File: config.mk
export PLATFORM = sky130hd
export DESIGN_NAME = nearby_device_table_with_aging_top
export DESIGN_NICKNAME = d
export VERILOG_FILES = /design/src/sv/ndt_pkg.sv /design/src/sv/nearby_device_table_with_aging_top.sv /design/src/sv/ndt_ram.sv /design/src/sv/ndt_ctrl.sv /design/src/sv/ndt_datapath.sv
export SDC_FILE = /design/constraint.sdc
export NUM_CORES = 2
export LEC_CHECK = 0
export ABC_AREA = 1
export BUFFER_PORTS_ARGS = -buffer_cell sky130_fd_sc_hd__buf_4
export CAP_MARGIN = 40
export CELL_PAD_IN_SITES_DETAIL_PLACEMENT = 0
export CELL_PAD_IN_SITES_GLOBAL_PLACEMENT = 1
export CORE_MARGIN = 2
export CORE_UTILIZATION = 55
export CTS_CLUSTER_DIAMETER = 80
export CTS_CLUSTER_SIZE = 10
export DETAILED_ROUTE_END_ITERATION = 8
export PLACE_DENSITY = 0.92
export SYNTH_ARGS = -nofsm -noshare
export SYNTH_HDL_FRONTEND = slang
export SYNTH_SLANG_ARGS = --single-unit
File: constraint.sdc
create_clock -name clk_i -period 19.7 [get_ports clk_i]
set_input_delay 0.985 -clock clk_i [delete_from_list [all_inputs] [get_ports clk_i]]
set_output_delay 0.985 -clock clk_i [all_outputs]
set_load 0.1 [all_outputs]
File: src/sv/ndt_pkg.sv
package ndt_pkg;

  // Defaults for the top-level parameters
  localparam int unsigned MAX_ENTRIES_DEF = 16;
  localparam int unsigned NAME_BYTES_DEF  = 8;

  // Fixed field widths of the stream items
  localparam int unsigned CMD_W      = 2;
  localparam int unsigned NAME_W     = 64;
  localparam int unsigned STR_W      = 8;
  localparam int unsigned TIME_W     = 32;
  localparam int unsigned IDX_W      = 4;
  localparam int unsigned STATUS_W   = 3;
  localparam int unsigned CNT_W      = 5;
  localparam int unsigned IN_DATA_W  = 112;
  localparam int unsigned OUT_DATA_W = 120;

  // Register file
  localparam int unsigned APB_ADDR_W       = 3;
  localparam int unsigned APB_DATA_W       = 32;
  localparam logic [APB_ADDR_W-1:0] ADDR_TIMEOUT = 3'd0;
  localparam logic [TIME_W-1:0]     TIMEOUT_RST  = 32'd5000;

  typedef enum logic [CMD_W-1:0] {
    CMD_UPSERT = 2'd0,
    CMD_SWEEP  = 2'd1,
    CMD_READ   = 2'd2,
    CMD_NONE   = 2'd3
  } cmd_e;

  typedef enum logic [STATUS_W-1:0] {
    ST_UPDATED  = 3'd0,
    ST_INSERTED = 3'd1,
    ST_DROPPED  = 3'd2,
    ST_DONE     = 3'd3,
    ST_RANGE    = 3'd4
  } status_e;

  typedef enum logic [2:0] {
    S_IDLE,
    S_SCAN,
    S_SWEEP,
    S_RD_ADDR,
    S_RD_DATA,
    S_FINISH
  } state_e;

  // Controller -> datapath
  typedef struct packed {
    logic load;      // take the input transaction
    logic issue;     // read table entry at scan pointer
    logic issue_rd;  // read table entry at read index
    logic hit_wr;    // refresh matching entry
    logic ins_wr;    // append new entry
    logic drop;      // table full, sighting dropped
    logic keep_wr;   // compact surviving entry
    logic sweep_end; // commit new count after sweep
    logic rd_end;    // capture read result
    logic out_load;  // move result to output register
  } ctl_t;

  // Datapath -> controller
  typedef struct packed {
    logic can_issue; // scan pointer below entry count
    logic rv;        // read data valid this cycle
    logic match;     // read entry name equals sighting
    logic fresh;     // read entry younger than timeout
    logic full;      // table holds MaxEntries entries
    logic out_free;  // output register can take a result
  } sts_t;

endpackage

File: src/sv/nearby_device_table_with_aging_top.sv
// Operation: upsert and sweep scan the stored entries, an upsert stopping early on a hit; a read
//   fetches one entry; a result stuck in the output register holds back the next transaction.
// Flow: one item at a time, the next transaction is taken in the cycle after the result loads;
//   the scan reads one entry per cycle through one read port.
// Reset: rst_ni clears the entry count, control state and the output valid; the timeout
//   register returns to 5000 ms. Table contents are not cleared and need no clearing pass.
module nearby_device_table_with_aging_top #(
  parameter int unsigned MaxEntries = ndt_pkg::MAX_ENTRIES_DEF,
  parameter int unsigned NameBytes  = ndt_pkg::NAME_BYTES_DEF
) (
  input  logic                               clk_i,
  input  logic                               rst_ni,
  // stream input
  input  logic                               s_axis_tvalid,
  output logic                               s_axis_tready,
  // [63:0] peer_name, [71:64] signal_strength, [103:72] now_ms, [107:104] read_index
  input  logic [ndt_pkg::IN_DATA_W-1:0]      s_axis_tdata,
  // [1:0] command
  input  logic [ndt_pkg::CMD_W-1:0]          s_axis_tuser,
  // stream output
  output logic                               m_axis_tvalid,
  input  logic                               m_axis_tready,
  // [4:0] entry_count, [9:5] removed_count, [73:10] entry_name,
  // [81:74] entry_strength, [113:82] entry_seen_ms
  output logic [ndt_pkg::OUT_DATA_W-1:0]     m_axis_tdata,
  // [2:0] status
  output logic [ndt_pkg::STATUS_W-1:0]       m_axis_tuser,
  // register port
  input  logic                               psel,
  input  logic                               penable,
  input  logic                               pwrite,
  input  logic [ndt_pkg::APB_ADDR_W-1:0]     paddr,
  input  logic [ndt_pkg::APB_DATA_W-1:0]     pwdata,
  output logic [ndt_pkg::APB_DATA_W-1:0]     prdata,
  output logic                               pready
);
  import ndt_pkg::*;

  // Stale timeout register, byte address 0. A write lands in the access phase.
  logic [TIME_W-1:0] timeout_q, timeout_d;
  logic              reg_wr;

  assign pready = 1'b1;
  assign reg_wr = psel && penable && pwrite && pready && (paddr == ADDR_TIMEOUT);

  always_comb begin
    timeout_d = timeout_q;
    if (reg_wr) begin
      timeout_d = pwdata;
    end
  end

  always_ff @(posedge clk_i or negedge rst_ni) begin
    if (!rst_ni) begin
      timeout_q <= TIMEOUT_RST;
    end else begin
      timeout_q <= timeout_d;
    end
  end

  assign prdata = (paddr == ADDR_TIMEOUT) ? timeout_q : '0;

  // Unpack the input transaction
  logic [NAME_W-1:0]        in_name;
  logic signed [STR_W-1:0]  in_strength;
  logic [TIME_W-1:0]        in_now;
  logic [IDX_W-1:0]         in_index;
  cmd_e                     in_cmd;

  assign in_name     = s_axis_tdata[63:0];
  assign in_strength = s_axis_tdata[71:64];
  assign in_now      = s_axis_tdata[103:72];
  assign in_index    = s_axis_tdata[107:104];
  assign in_cmd      = cmd_e'(s_axis_tuser);

  ctl_t ctl;
  sts_t sts;

  // Controller walks the scan; datapath holds the table memory and result registers.
  ndt_ctrl u_ctrl (
    .clk_i      (clk_i),
    .rst_ni     (rst_ni),
    .in_valid_i (s_axis_tvalid),
    .in_ready_o (s_axis_tready),
    .cmd_i      (in_cmd),
    .sts_i      (sts),
    .ctl_o      (ctl)
  );

  logic [STATUS_W-1:0]      out_status;
  logic [CNT_W-1:0]         out_count;
  logic [CNT_W-1:0]         out_removed;
  logic [NAME_W-1:0]        out_name;
  logic signed [STR_W-1:0]  out_strength;
  logic [TIME_W-1:0]        out_seen;

  ndt_datapath #(
    .MaxEntries (MaxEntries),
    .NameBytes  (NameBytes)
  ) u_datapath (
    .clk_i            (clk_i),
    .rst_ni           (rst_ni),
    .ctl_i            (ctl),
    .sts_o            (sts),
    .name_i           (in_name),
    .strength_i       (in_strength),
    .now_i            (in_now),
    .index_i          (in_index),
    .timeout_i        (timeout_q),
    .out_ready_i      (m_axis_tready),
    .out_valid_o      (m_axis_tvalid),
    .status_o         (out_status),
    .count_o          (out_count),
    .removed_o        (out_removed),
    .entry_name_o     (out_name),
    .entry_strength_o (out_strength),
    .entry_seen_o     (out_seen)
  );

  // Pack the result transaction, zero fill to whole bytes
  assign m_axis_tdata = {6'b0, out_seen, out_strength, out_name, out_removed, out_count};
  assign m_axis_tuser = out_status;

endmodule

File: src/sv/ndt_ram.sv
module ndt_ram #(
  parameter int unsigned Width = 8,
  parameter int unsigned Depth = 16
) (
  input  logic                                     clk_i,
  input  logic                                     we_i,
  input  logic [((Depth > 1) ? $clog2(Depth) : 1)-1:0] waddr_i,
  input  logic [Width-1:0]                         wdata_i,
  input  logic [((Depth > 1) ? $clog2(Depth) : 1)-1:0] raddr_i,
  output logic [Width-1:0]                         rdata_o
);

  logic [Width-1:0] mem_q [Depth];
  logic [Width-1:0] rdata_q;

  always_ff @(posedge clk_i) begin
    if (we_i) begin
      mem_q[waddr_i] <= wdata_i;
    end
    rdata_q <= mem_q[raddr_i];
  end

  assign rdata_o = rdata_q;

endmodule

File: src/sv/ndt_ctrl.sv
module ndt_ctrl (
  input  logic           clk_i,
  input  logic           rst_ni,
  input  logic           in_valid_i,
  output logic           in_ready_o,
  input  ndt_pkg::cmd_e  cmd_i,
  input  ndt_pkg::sts_t  sts_i,
  output ndt_pkg::ctl_t  ctl_o
);
  import ndt_pkg::*;

  state_e state_q, state_d;

  always_ff @(posedge clk_i or negedge rst_ni) begin
    if (!rst_ni) begin
      state_q <= S_IDLE;
    end else begin
      state_q <= state_d;
    end
  end

  always_comb begin
    state_d    = state_q;
    ctl_o      = '0;
    in_ready_o = 1'b0;
    unique case (state_q)
      S_IDLE: begin
        in_ready_o = 1'b1;
        if (in_valid_i) begin
          ctl_o.load = 1'b1;
          unique case (cmd_i)
            CMD_UPSERT: state_d = S_SCAN;
            CMD_SWEEP:  state_d = S_SWEEP;
            CMD_READ:   state_d = S_RD_ADDR;
            default:    state_d = S_FINISH;
          endcase
        end
      end
      S_SCAN: begin
        if (sts_i.rv && sts_i.match) begin
          ctl_o.hit_wr = 1'b1;
          state_d      = S_FINISH;
        end else if (!sts_i.rv && !sts_i.can_issue) begin
          if (sts_i.full) begin
            ctl_o.drop = 1'b1;
          end else begin
            ctl_o.ins_wr = 1'b1;
          end
          state_d = S_FINISH;
        end else begin
          ctl_o.issue = sts_i.can_issue;
        end
      end
      S_SWEEP: begin
        // reads run one entry ahead of the compaction write
        ctl_o.keep_wr = sts_i.rv && sts_i.fresh;
        if (!sts_i.rv && !sts_i.can_issue) begin
          ctl_o.sweep_end = 1'b1;
          state_d         = S_FINISH;
        end else begin
          ctl_o.issue = sts_i.can_issue;
        end
      end
      S_RD_ADDR: begin
        ctl_o.issue_rd = 1'b1;
        state_d        = S_RD_DATA;
      end
      S_RD_DATA: begin
        ctl_o.rd_end = 1'b1;
        state_d      = S_FINISH;
      end
      S_FINISH: begin
        if (sts_i.out_free) begin
          ctl_o.out_load = 1'b1;
          state_d        = S_IDLE;
        end
      end
      default: state_d = S_IDLE;
    endcase
  end

endmodule

File: src/sv/ndt_datapath.sv
module ndt_datapath #(
  parameter int unsigned MaxEntries = ndt_pkg::MAX_ENTRIES_DEF,
  parameter int unsigned NameBytes  = ndt_pkg::NAME_BYTES_DEF
) (
  input  logic                              clk_i,
  input  logic                              rst_ni,
  input  ndt_pkg::ctl_t                     ctl_i,
  output ndt_pkg::sts_t                     sts_o,
  input  logic [ndt_pkg::NAME_W-1:0]        name_i,
  input  logic signed [ndt_pkg::STR_W-1:0]  strength_i,
  input  logic [ndt_pkg::TIME_W-1:0]        now_i,
  input  logic [ndt_pkg::IDX_W-1:0]         index_i,
  input  logic [ndt_pkg::TIME_W-1:0]        timeout_i,
  input  logic                              out_ready_i,
  output logic                              out_valid_o,
  output logic [ndt_pkg::STATUS_W-1:0]      status_o,
  output logic [ndt_pkg::CNT_W-1:0]         count_o,
  output logic [ndt_pkg::CNT_W-1:0]         removed_o,
  output logic [ndt_pkg::NAME_W-1:0]        entry_name_o,
  output logic signed [ndt_pkg::STR_W-1:0]  entry_strength_o,
  output logic [ndt_pkg::TIME_W-1:0]        entry_seen_o
);
  import ndt_pkg::*;

  localparam int unsigned CW = $clog2(MaxEntries + 1);
  localparam int unsigned AW = (MaxEntries > 1) ? $clog2(MaxEntries) : 1;
  localparam int unsigned NW = 8 * NameBytes;
  localparam int unsigned EW = NW + STR_W + TIME_W;

  // entry layout, low to high: name, strength, seen time
  logic [NW-1:0] norm_name;
  logic          alive;

  always_comb begin
    norm_name = '0;
    alive     = 1'b1;
    for (int unsigned b = 0; b < NameBytes; b++) begin
      if (name_i[8*b +: 8] == 8'h00) begin
        alive = 1'b0;
      end
      if (alive) begin
        norm_name[8*b +: 8] = name_i[8*b +: 8];
      end
    end
  end

  // item registers
  logic [NW-1:0]     name_q;
  logic [STR_W-1:0]  str_q;
  logic [TIME_W-1:0] now_q;
  logic [IDX_W-1:0]  rindex_q;

  always_ff @(posedge clk_i) begin
    if (ctl_i.load) begin
      name_q   <= norm_name;
      str_q    <= strength_i;
      now_q    <= now_i;
      rindex_q <= index_i;
    end
  end

  // scan control
  logic [CW-1:0] count_q, count_d;
  logic [CW-1:0] iss_q, iss_d;
  logic [CW-1:0] wp_q, wp_d;
  logic          rv_q;
  logic [AW-1:0] ridx_q;
  logic [AW-1:0] raddr;

  assign raddr = ctl_i.issue_rd ? AW'(rindex_q) : iss_q[AW-1:0];

  always_comb begin
    iss_d   = iss_q;
    wp_d    = wp_q;
    count_d = count_q;
    if (ctl_i.load) begin
      iss_d = '0;
      wp_d  = '0;
    end
    if (ctl_i.issue) begin
      iss_d = iss_q + CW'(1);
    end
    if (ctl_i.keep_wr) begin
      wp_d = wp_q + CW'(1);
    end
    if (ctl_i.ins_wr) begin
      count_d = count_q + CW'(1);
    end else if (ctl_i.sweep_end) begin
      count_d = wp_q;
    end
  end

  always_ff @(posedge clk_i or negedge rst_ni) begin
    if (!rst_ni) begin
      count_q <= '0;
      iss_q   <= '0;
      wp_q    <= '0;
      rv_q    <= 1'b0;
    end else begin
      count_q <= count_d;
      iss_q   <= iss_d;
      wp_q    <= wp_d;
      rv_q    <= ctl_i.issue;
    end
  end

  always_ff @(posedge clk_i) begin
    ridx_q <= raddr;
  end

  // table memory
  logic          we;
  logic [AW-1:0] waddr;
  logic [EW-1:0] wdata;
  logic [EW-1:0] rdata;

  always_comb begin
    we    = ctl_i.hit_wr || ctl_i.ins_wr || ctl_i.keep_wr;
    wdata = {now_q, str_q, name_q};
    waddr = ridx_q;
    if (ctl_i.ins_wr) begin
      waddr = count_q[AW-1:0];
    end else if (ctl_i.keep_wr) begin
      waddr = wp_q[AW-1:0];
      wdata = rdata;
    end
  end

  ndt_ram #(
    .Width (EW),
    .Depth (MaxEntries)
  ) u_ram (
    .clk_i   (clk_i),
    .we_i    (we),
    .waddr_i (waddr),
    .wdata_i (wdata),
    .raddr_i (raddr),
    .rdata_o (rdata)
  );

  logic [NW-1:0]     rd_name;
  logic [STR_W-1:0]  rd_str;
  logic [TIME_W-1:0] rd_seen;
  logic [TIME_W-1:0] age;
  logic              in_range;

  assign rd_name  = rdata[NW-1:0];
  assign rd_str   = rdata[NW +: STR_W];
  assign rd_seen  = rdata[NW+STR_W +: TIME_W];
  assign age      = now_q - rd_seen;
  assign in_range = 8'(rindex_q) < 8'(count_q);

  // pending result
  status_e           res_status_q;
  logic [CNT_W-1:0]  res_removed_q;
  logic [NW-1:0]     res_name_q;
  logic [STR_W-1:0]  res_str_q;
  logic [TIME_W-1:0] res_seen_q;

  always_ff @(posedge clk_i) begin
    if (ctl_i.load) begin
      res_status_q  <= ST_DONE;
      res_removed_q <= '0;
      res_name_q    <= '0;
      res_str_q     <= '0;
      res_seen_q    <= '0;
    end
    if (ctl_i.hit_wr) begin
      res_status_q <= ST_UPDATED;
    end
    if (ctl_i.ins_wr) begin
      res_status_q <= ST_INSERTED;
    end
    if (ctl_i.drop) begin
      res_status_q <= ST_DROPPED;
    end
    if (ctl_i.sweep_end) begin
      res_removed_q <= CNT_W'(count_q - wp_q);
    end
    if (ctl_i.rd_end) begin
      if (in_range) begin
        res_name_q <= rd_name;
        res_str_q  <= rd_str;
        res_seen_q <= rd_seen;
      end else begin
        res_status_q <= ST_RANGE;
      end
    end
  end

  // output register
  logic out_valid_q, out_valid_d;

  always_comb begin
    out_valid_d = out_valid_q;
    if (ctl_i.out_load) begin
      out_valid_d = 1'b1;
    end else if (out_ready_i) begin
      out_valid_d = 1'b0;
    end
  end

  always_ff @(posedge clk_i or negedge rst_ni) begin
    if (!rst_ni) begin
      out_valid_q <= 1'b0;
    end else begin
      out_valid_q <= out_valid_d;
    end
  end

  always_ff @(posedge clk_i) begin
    if (ctl_i.out_load) begin
      status_o         <= res_status_q;
      count_o          <= CNT_W'(count_q);
      removed_o        <= res_removed_q;
      entry_name_o     <= NAME_W'(res_name_q);
      entry_strength_o <= res_str_q;
      entry_seen_o     <= res_seen_q;
    end
  end

  assign out_valid_o = out_valid_q;

  assign sts_o.can_issue = iss_q < count_q;
  assign sts_o.rv        = rv_q;
  assign sts_o.match     = rd_name == name_q;
  assign sts_o.fresh     = age < timeout_i;
  assign sts_o.full      = count_q == CW'(MaxEntries);
  assign sts_o.out_free  = !out_valid_q || out_ready_i;

endmodule

---- Yosys cells after proc, flatten, opt, wreduce, memory -nomap -nowiden ----
Memories as Yosys holds them, arrays and structs flattened. A register that Yosys moved wholly into a read port is not among the register bits.
Cells that the tools add are included.
storage, ports and cells
  bits in read-only memories .............. 0
  logic and storage cells ................. 142
  latch bits .............................. 0
  memory bits (writable) .................. 1664
  memories kept ........................... 1
  register bits after elaboration ......... 393
  output and inout bits ................... 158
  input bits .............................. 156
memories
  memory                  depth  width  rd ports  clocked after memory_dff  write ports  RTL line       source
  u_datapath.u_ram.mem_q  16     104    1         1                         1            ndt_ram.sv:13  logic [Width-1:0] mem_q [Depth];
operators by class
  shift-type cells ........................ 0
  multiplexer cells ....................... 63
  order comparisons ....................... 3
  $mul .................................... 0
  equality and inequality tests ........... 11
  add/subtract/negate cells ............... 5
  reduce and logical (&&, ||, !) cells .... 29
  bitwise gates (word level) .............. 0
  div/mod/pow operators ................... 0
operators by type and width
  kind                                                  count
  two-way mux 104 bit                                   2
  two-way mux 64 bit                                    3
  two-way mux 32 bit                                    4
  equality test 64 bit                                  1
  zero test 8 bit                                       8
  two-way mux 3 bit                                     11
  less-than comparator 32 bit                           1
  subtractor 32 bit                                     1
  two-way mux 5 bit                                     6
  two-way mux 1 bit                                     25
  two-way mux 8 bit                                     3
  case mux 3 bit (6 select lines)                       1
  adder 5 x 1 -> 5 bit (second input constant)          3
  two-way mux 4 bit                                     3
  nonzero test 2 bit                                    5
  case mux 3 bit (3 select lines)                       1
  equality test 3 x 2 -> 1 bit (second input constant)  2
  equality test 3 bit (second input constant)           2
  logical AND 1 bit                                     6
  zero test 3 bit                                       2
  two-way mux 2 bit                                     3
  equality test 5 bit (second input constant)           1
  less-than comparator 4 x 5 -> 1 bit                   1
  less-than comparator 5 bit                            1
  10 further kinds                                      15

---- Longest topological paths before layout ----
  word-level depth ........................ 11
  depth in mapped cells ................... 32
  mapped depth without buffers ............ 32

---- Modules after synthesis ----
From an unflattened synthesis, not the netlist that was laid out.
second synthesis, totals
  cells, all modules ...................... 9105
  area total of the unflattened synthesis .. 93902.6 µm²
by module, submodules not included
  module                              sequential area each (µm²)  cells each  area an instance (µm²)  instances
  ndt_ram                             52049.9                     6824        73180.2                 1
  ndt_datapath                        9554.2                      1993        18496.5                 1
  nearby_device_table_with_aging_top  807.0                       224         1850.5                  1
  ndt_ctrl                            75.1                        64          375.4                   1

---- Least setup slack after synthesis ----
No wires, ideal clock.
  path kind ............................... register to register
  start point ............................. register u_datapath.now_q[0]
  end point ............................... memory u_datapath.u_ram.mem_q[0][0] (netlist bit) (enable)
  data required time ...................... 19.132 ns
  arrival ................................. 7.775 ns
  path slack .............................. 11.357 ns
  clock period less this slack ............ 8.343 ns
  cell stages (with the launch flop) ...... 27
  path buffers ............................ 1
  library setup time ...................... 0.568 ns
  cells stage by stage .................... edfxtp_1 -> inv_1 -> ha_1 -> inv_1 -> fa_1 -> nand3_1 -> nand2_1 -> nand4_1 -> nand3_1 -> a21oi_1 -> o21ai_0 -> nand2_1 -> nand2_1 -> xor2_1 -> ha_1 -> nand2_1 -> nor2_1 -> nand2_1 -> inv_1 -> a21oi_1 -> nand4_1 -> clkbuf_1 -> nand2_1 -> nand3_1 -> nand2_1 -> nand3_1 -> nor2_1
on the way
  word-level cells in the longest chain between the ends .. 7
  elaborated cells on any way between the ends .. 9
  classes of those cells .................. 1 x add/sub; 1 x order compare; 5 x mux; 2 x reduce/logical
ends and longest elaborated chain
  element                                  RTL line             source
  start: declaration                       ndt_datapath.sv:50   logic [TIME_W-1:0] now_q;
  start signal: assignment                 ndt_datapath.sv:57   now_q <= now_i;
  subtractor 32 bit (*)                    ndt_datapath.sv:150  assign age = now_q - rd_seen;
  less-than comparator 32 bit (*)          ndt_datapath.sv:227  assign sts_o.fresh = age < timeout_i;
  logical AND 1 bit (*)                    ndt_ctrl.sv:56       ctl_o.keep_wr = sts_i.rv && sts_i.fresh;
  two-way mux 2 bit (*)                    ndt_ctrl.sv:26       unique case (state_q)
  logical OR 1 bit                         ndt_datapath.sv:118  we = ctl_i.hit_wr || ctl_i.ins_wr || ctl_i.keep_wr;
  two-way mux 1 bit                        ndt_ram.sv:17        if (we_i) begin
  two-way mux 1 bit (implied by the code)  ndt_ram.sv:18        mem_q[waddr_i] <= wdata_i;
  end: declaration                         ndt_ram.sv:13
Every way passes the cells marked *; elsewhere a longest branch is shown, timed or not.

---- Final worst setup path ----
  start point ............................. register u_datapath.now_q[19]
  end point ............................... memory u_datapath.u_ram.mem_q[11][6] (netlist bit) (enable)
The elaborated chain is that of the path after synthesis.

==> summary.md <==
| Metric | Value |
|---|---|
| Die Area | 0.158 mm² |
| Routed Antenna Nets | 0 |
| Drt first pass iters | 6 |
| FMAX | 0.150 GHz |
| Setup Viol. Count Final | 0 |
| FF+latch count, synth | 2161 |
| Starting DRT DRC Count | 7406 |
| RSZ-0062 raised after global routing | false |
| Clock Tree Root | clkbuf_16 |
| Most frequent cells after synthesis | edfxtp_1 (1894), nor2_1 (1054), o21ai_0 (1053) |
| # Max-Cap Violations | 0 |
| Die Width | 397 µm |
| Fin. max-slew vios | 0 |
| Largest delay share family, worst path | simple AND/OR/NAND/NOR gates |
| VDD IR max | 0.224 mV |
| Initial antenna violation count | 3 |
| Vias | 57544 |
| Post-CTS Setup Inserts | 0 |
| DP Cell Count | 8808 |
| Maximum fanout along the worst path | 113 |
| Vias per cell | 6.22 |
| Top-area cell type share of the netlist area | between 60% and 70% |
| WS Path Type | flop to flop |
| Detailed Place HPWL | roughly 120 mm |
| CP max stage delay | 0.80 ns |
| Final Hold Fails | 0 |
| Worst slew pin tran | 1.19 ns |
| Fin util | 63.2% |
| Final RePlAce weighted congestion | 0.897 |
| Final period utilization | about a third |
| Final Non-Filler Cells | 9246 |
| Slowest stage cell, crit path | nor2_4 |
| Number of flops mapped to enable cells by yosys | around 1900 |
| Htree depth | 4 |
| PortBufs | 302 |
| Core Box Area | 0.154 mm² |
| Num Clock Sinks | around 2200 |
| # nets final | between 7000 and 8000 |
| Critical Path AT | 7.16 ns |
| GR Overflow Total | 0 |
| Ports | 314 |
| Final wirelength | between 200 and 250 mm |
| Cts hold-fix bufs | 0 |
| Minimum clock period | 6.67 ns |
| Ys async rst share | 2.41% |
| Int Power | 9.50 mW |
| Bufs on Longest Clock Path | 3 |
| Worst skew pair latency | a little under 0.9 ns |
| CP Capture Type | flop |
| Relative slew slack | 20.9% |
| Buffers and inverters on the worst path | 3 |
| PostCTS Resize Cnt | 0 |
| Run status | finished clean |
| Startpoint types | flop |
| Clk slew on worst S/H paths | 0.06 ns |
| Setup ws final | 13.03 ns |
| Switching Share | 38.6% |
| Area contributors post-synth | edfxtp_1 (67%), o21ai_0 (6.2%), dfxtp_1 (5.1%) |
| Syn avg cell area | 12.7 µm² |
| Pin count of the biggest net entering global routing | 223 |
| Dominant synthesized flop cell | edfxtp_1 |
| Share of cells above drive strength 1 | between 10% and 20% |
| Number of global-route vias before repair | 55335 |
| Pre-CTS WS | 13.19 ns |
| Die Height | 397 µm |
| Post-synthesis sequential area ratio | 73.4% |
| Worst Hold Class | input port to asynchronous set/reset pin |
| Clock skew | 0.0513 ns |
| Combinational share of power | 35.5% |
| Synth Instances | 6710 |
| DRC Markers | 0 |
| Total Neg Setup Slack | 0 ns |
| Reg power frac | just under 40% |
| Required @ worst endpoint | 20.19 ns |
| Most frequent cell after synthesis | edfxtp_1 |
| Initial Util | 55.3% |
| Wire length per cell | 24.9 µm |
| Synth Warn # | 0 |
| Power after layout | 15.5 mW |
| GR Util All Layers | roughly 29% |
| Most frequent CP cell | nand2_1 |
| Pwr Density | 159 mW/mm² |
| Num CTS Buffers | roughly 240 |
| Leakage power | around 34 nW |
| Clock power share | 25.7% |
| First-pass GRT wire length | 338 mm |
| Yosys cell types | 48 |
| Syn Std Cell Area | approximately 0.085 mm² |
| # fillers | 10882 |
| P&R area growth vs syn | 14.3% |
| Yosys top cell by area | edfxtp_1 |
| Switch Pwr | 5.98 mW |
| CTS tree | yes |
| Standard-cell row count | 144 |
## worst register-to-register path: stages, from the launching register on
cell	delay, ns
edfxtp_1	0.40
ha_1	0.43
nand2_1	0.18
nor2_1	0.17
nor2b_1	0.22
nand4_1	0.12
nand3_1	0.23
a21oi_1	0.15
o21ai_0	0.35
nand2_1	0.09
nand2_1	0.10
xor2_1	0.18
ha_1	0.25
nand2_1	0.10
nor2_1	0.07
nand2_1	0.08
inv_1	0.06
a21oi_1	0.13
nand4_1	0.18
buf_12	0.29
nand2_1	0.22
nand2_1	0.07
o21ai_0	0.27
nand2_1	0.32
nor2_4	0.80
buf_4	0.74
## state kept, by name (all words and copies together), names as in the netlist, 32 cells and up
signal                    cells
u_datapath.u_ram.mem_q     1664
u_datapath.u_ram.rdata_o    104
timeout_q                    32
u_datapath.res_seen_q        32
u_datapath.now_q             32
u_datapath.res_name_q        64
u_datapath.name_q            64
u_datapath.entry_name_o      64
u_datapath.entry_seen_o      32
## through the flow
step	hold WS, ns	cell area, µm²
2_1_floorplan	0.400	85200
3_3_place_gp	0.404	89600
3_5_place_dp	0.410	90400
4_1_cts	0.117	97300
5_1_grt	0.188	97300
6_report	0.148	97300
## cells in the final DEF (no fill, tap or decap), types with 5 or more instances in the layout
master     count
conb_1         7
dfxtp_1      215
nor3_1        20
xnor2_1       25
edfxtp_1    1894
nand3_1      289
inv_1        285
o21ai_1       31
nor4_1        13
ha_1          79
buf_12        21
clkbuf_16    238
nor2_4        20
dfstp_2        5
xor2_1        41
o21bai_1       7
dfrtp_1       47
nand4_1       36
o211ai_1      96
clkbuf_1     178
o221ai_1     324
or2_2         11
buf_16        19
clkinv_8       5
clkinv_16      5
inv_6          5
a21oi_1       59
nand2_1      551
o21ai_0     1052
buf_4        423
buf_2         16
o22ai_1       97
nor2_1      1034
## area by class of cell
type,instances,area (µm²),area share [%]
clock inverter,18,312,0.320
antenna,3,7.51,0.00772
inverter,294,1130,1.16
multi-input combinational,3831,20000,20.5
timing repair buffer,479,4200,4.32
clock buffer,416,6620,6.81
tap,2044,2560,2.63
sequential,2161,62500,64.2
## power by group through the flow
stage                     Combinational, mW  Clock, mW  Sequential (mW)
after floorplan                        3.36          0             6.31
after global placement                 5.08          0             6.06
after detailed placement               5.36          0             6.07
after CTS                              5.41       4.01             5.99
after global routing                   5.96       4.19             6.03
final                                  5.50       3.98             6.00
## cells by family after synthesis
group	count (synthesis)	share of synthesized area (%)
flops	2161	73.4
simple gates	1984	9.42
compound gates	1693	11.9
buf+inv	723	3.38
fa+ha+maj	81	1.21
xor+xnor	66	0.679
other cells	2	0.00882
## layer usage
layer | global-route usage, % | share of wire (%) | wire (µm) | vias up
met4 | 12.5 | 4.2 | 9750 | 0
li1 | - | - | - | 25277
met2 | 46.2 | 47 | 109000 | 3715
met5 | 0 | 0 | 0 | -
met1 | 38.2 | 37 | 85600 | 28003
met3 | 5.10 | 11 | 25600 | 549
## path summary, 6_finish.rpt
kind	startpoint	end	slack, ns	cells after the start
max	u_datapath.now_q[19]	u_datapath.u_ram.mem_q[11][6]	13.03	25
max reg2reg	u_datapath.now_q[19]	u_datapath.u_ram.mem_q[11][6]	13.03	25
min in group clk_i	s_axis_tdata[82]	u_datapath.now_q[10]	0.28	1
min	rst_ni	timeout_q[2]	0.15	1
min reg2reg	u_datapath.res_removed_q[0]	u_datapath.removed_o[0]	0.42	0
max in group asynchronous	rst_ni	timeout_q[29]	19.08	1
Power figures use the tool's default switching activity.
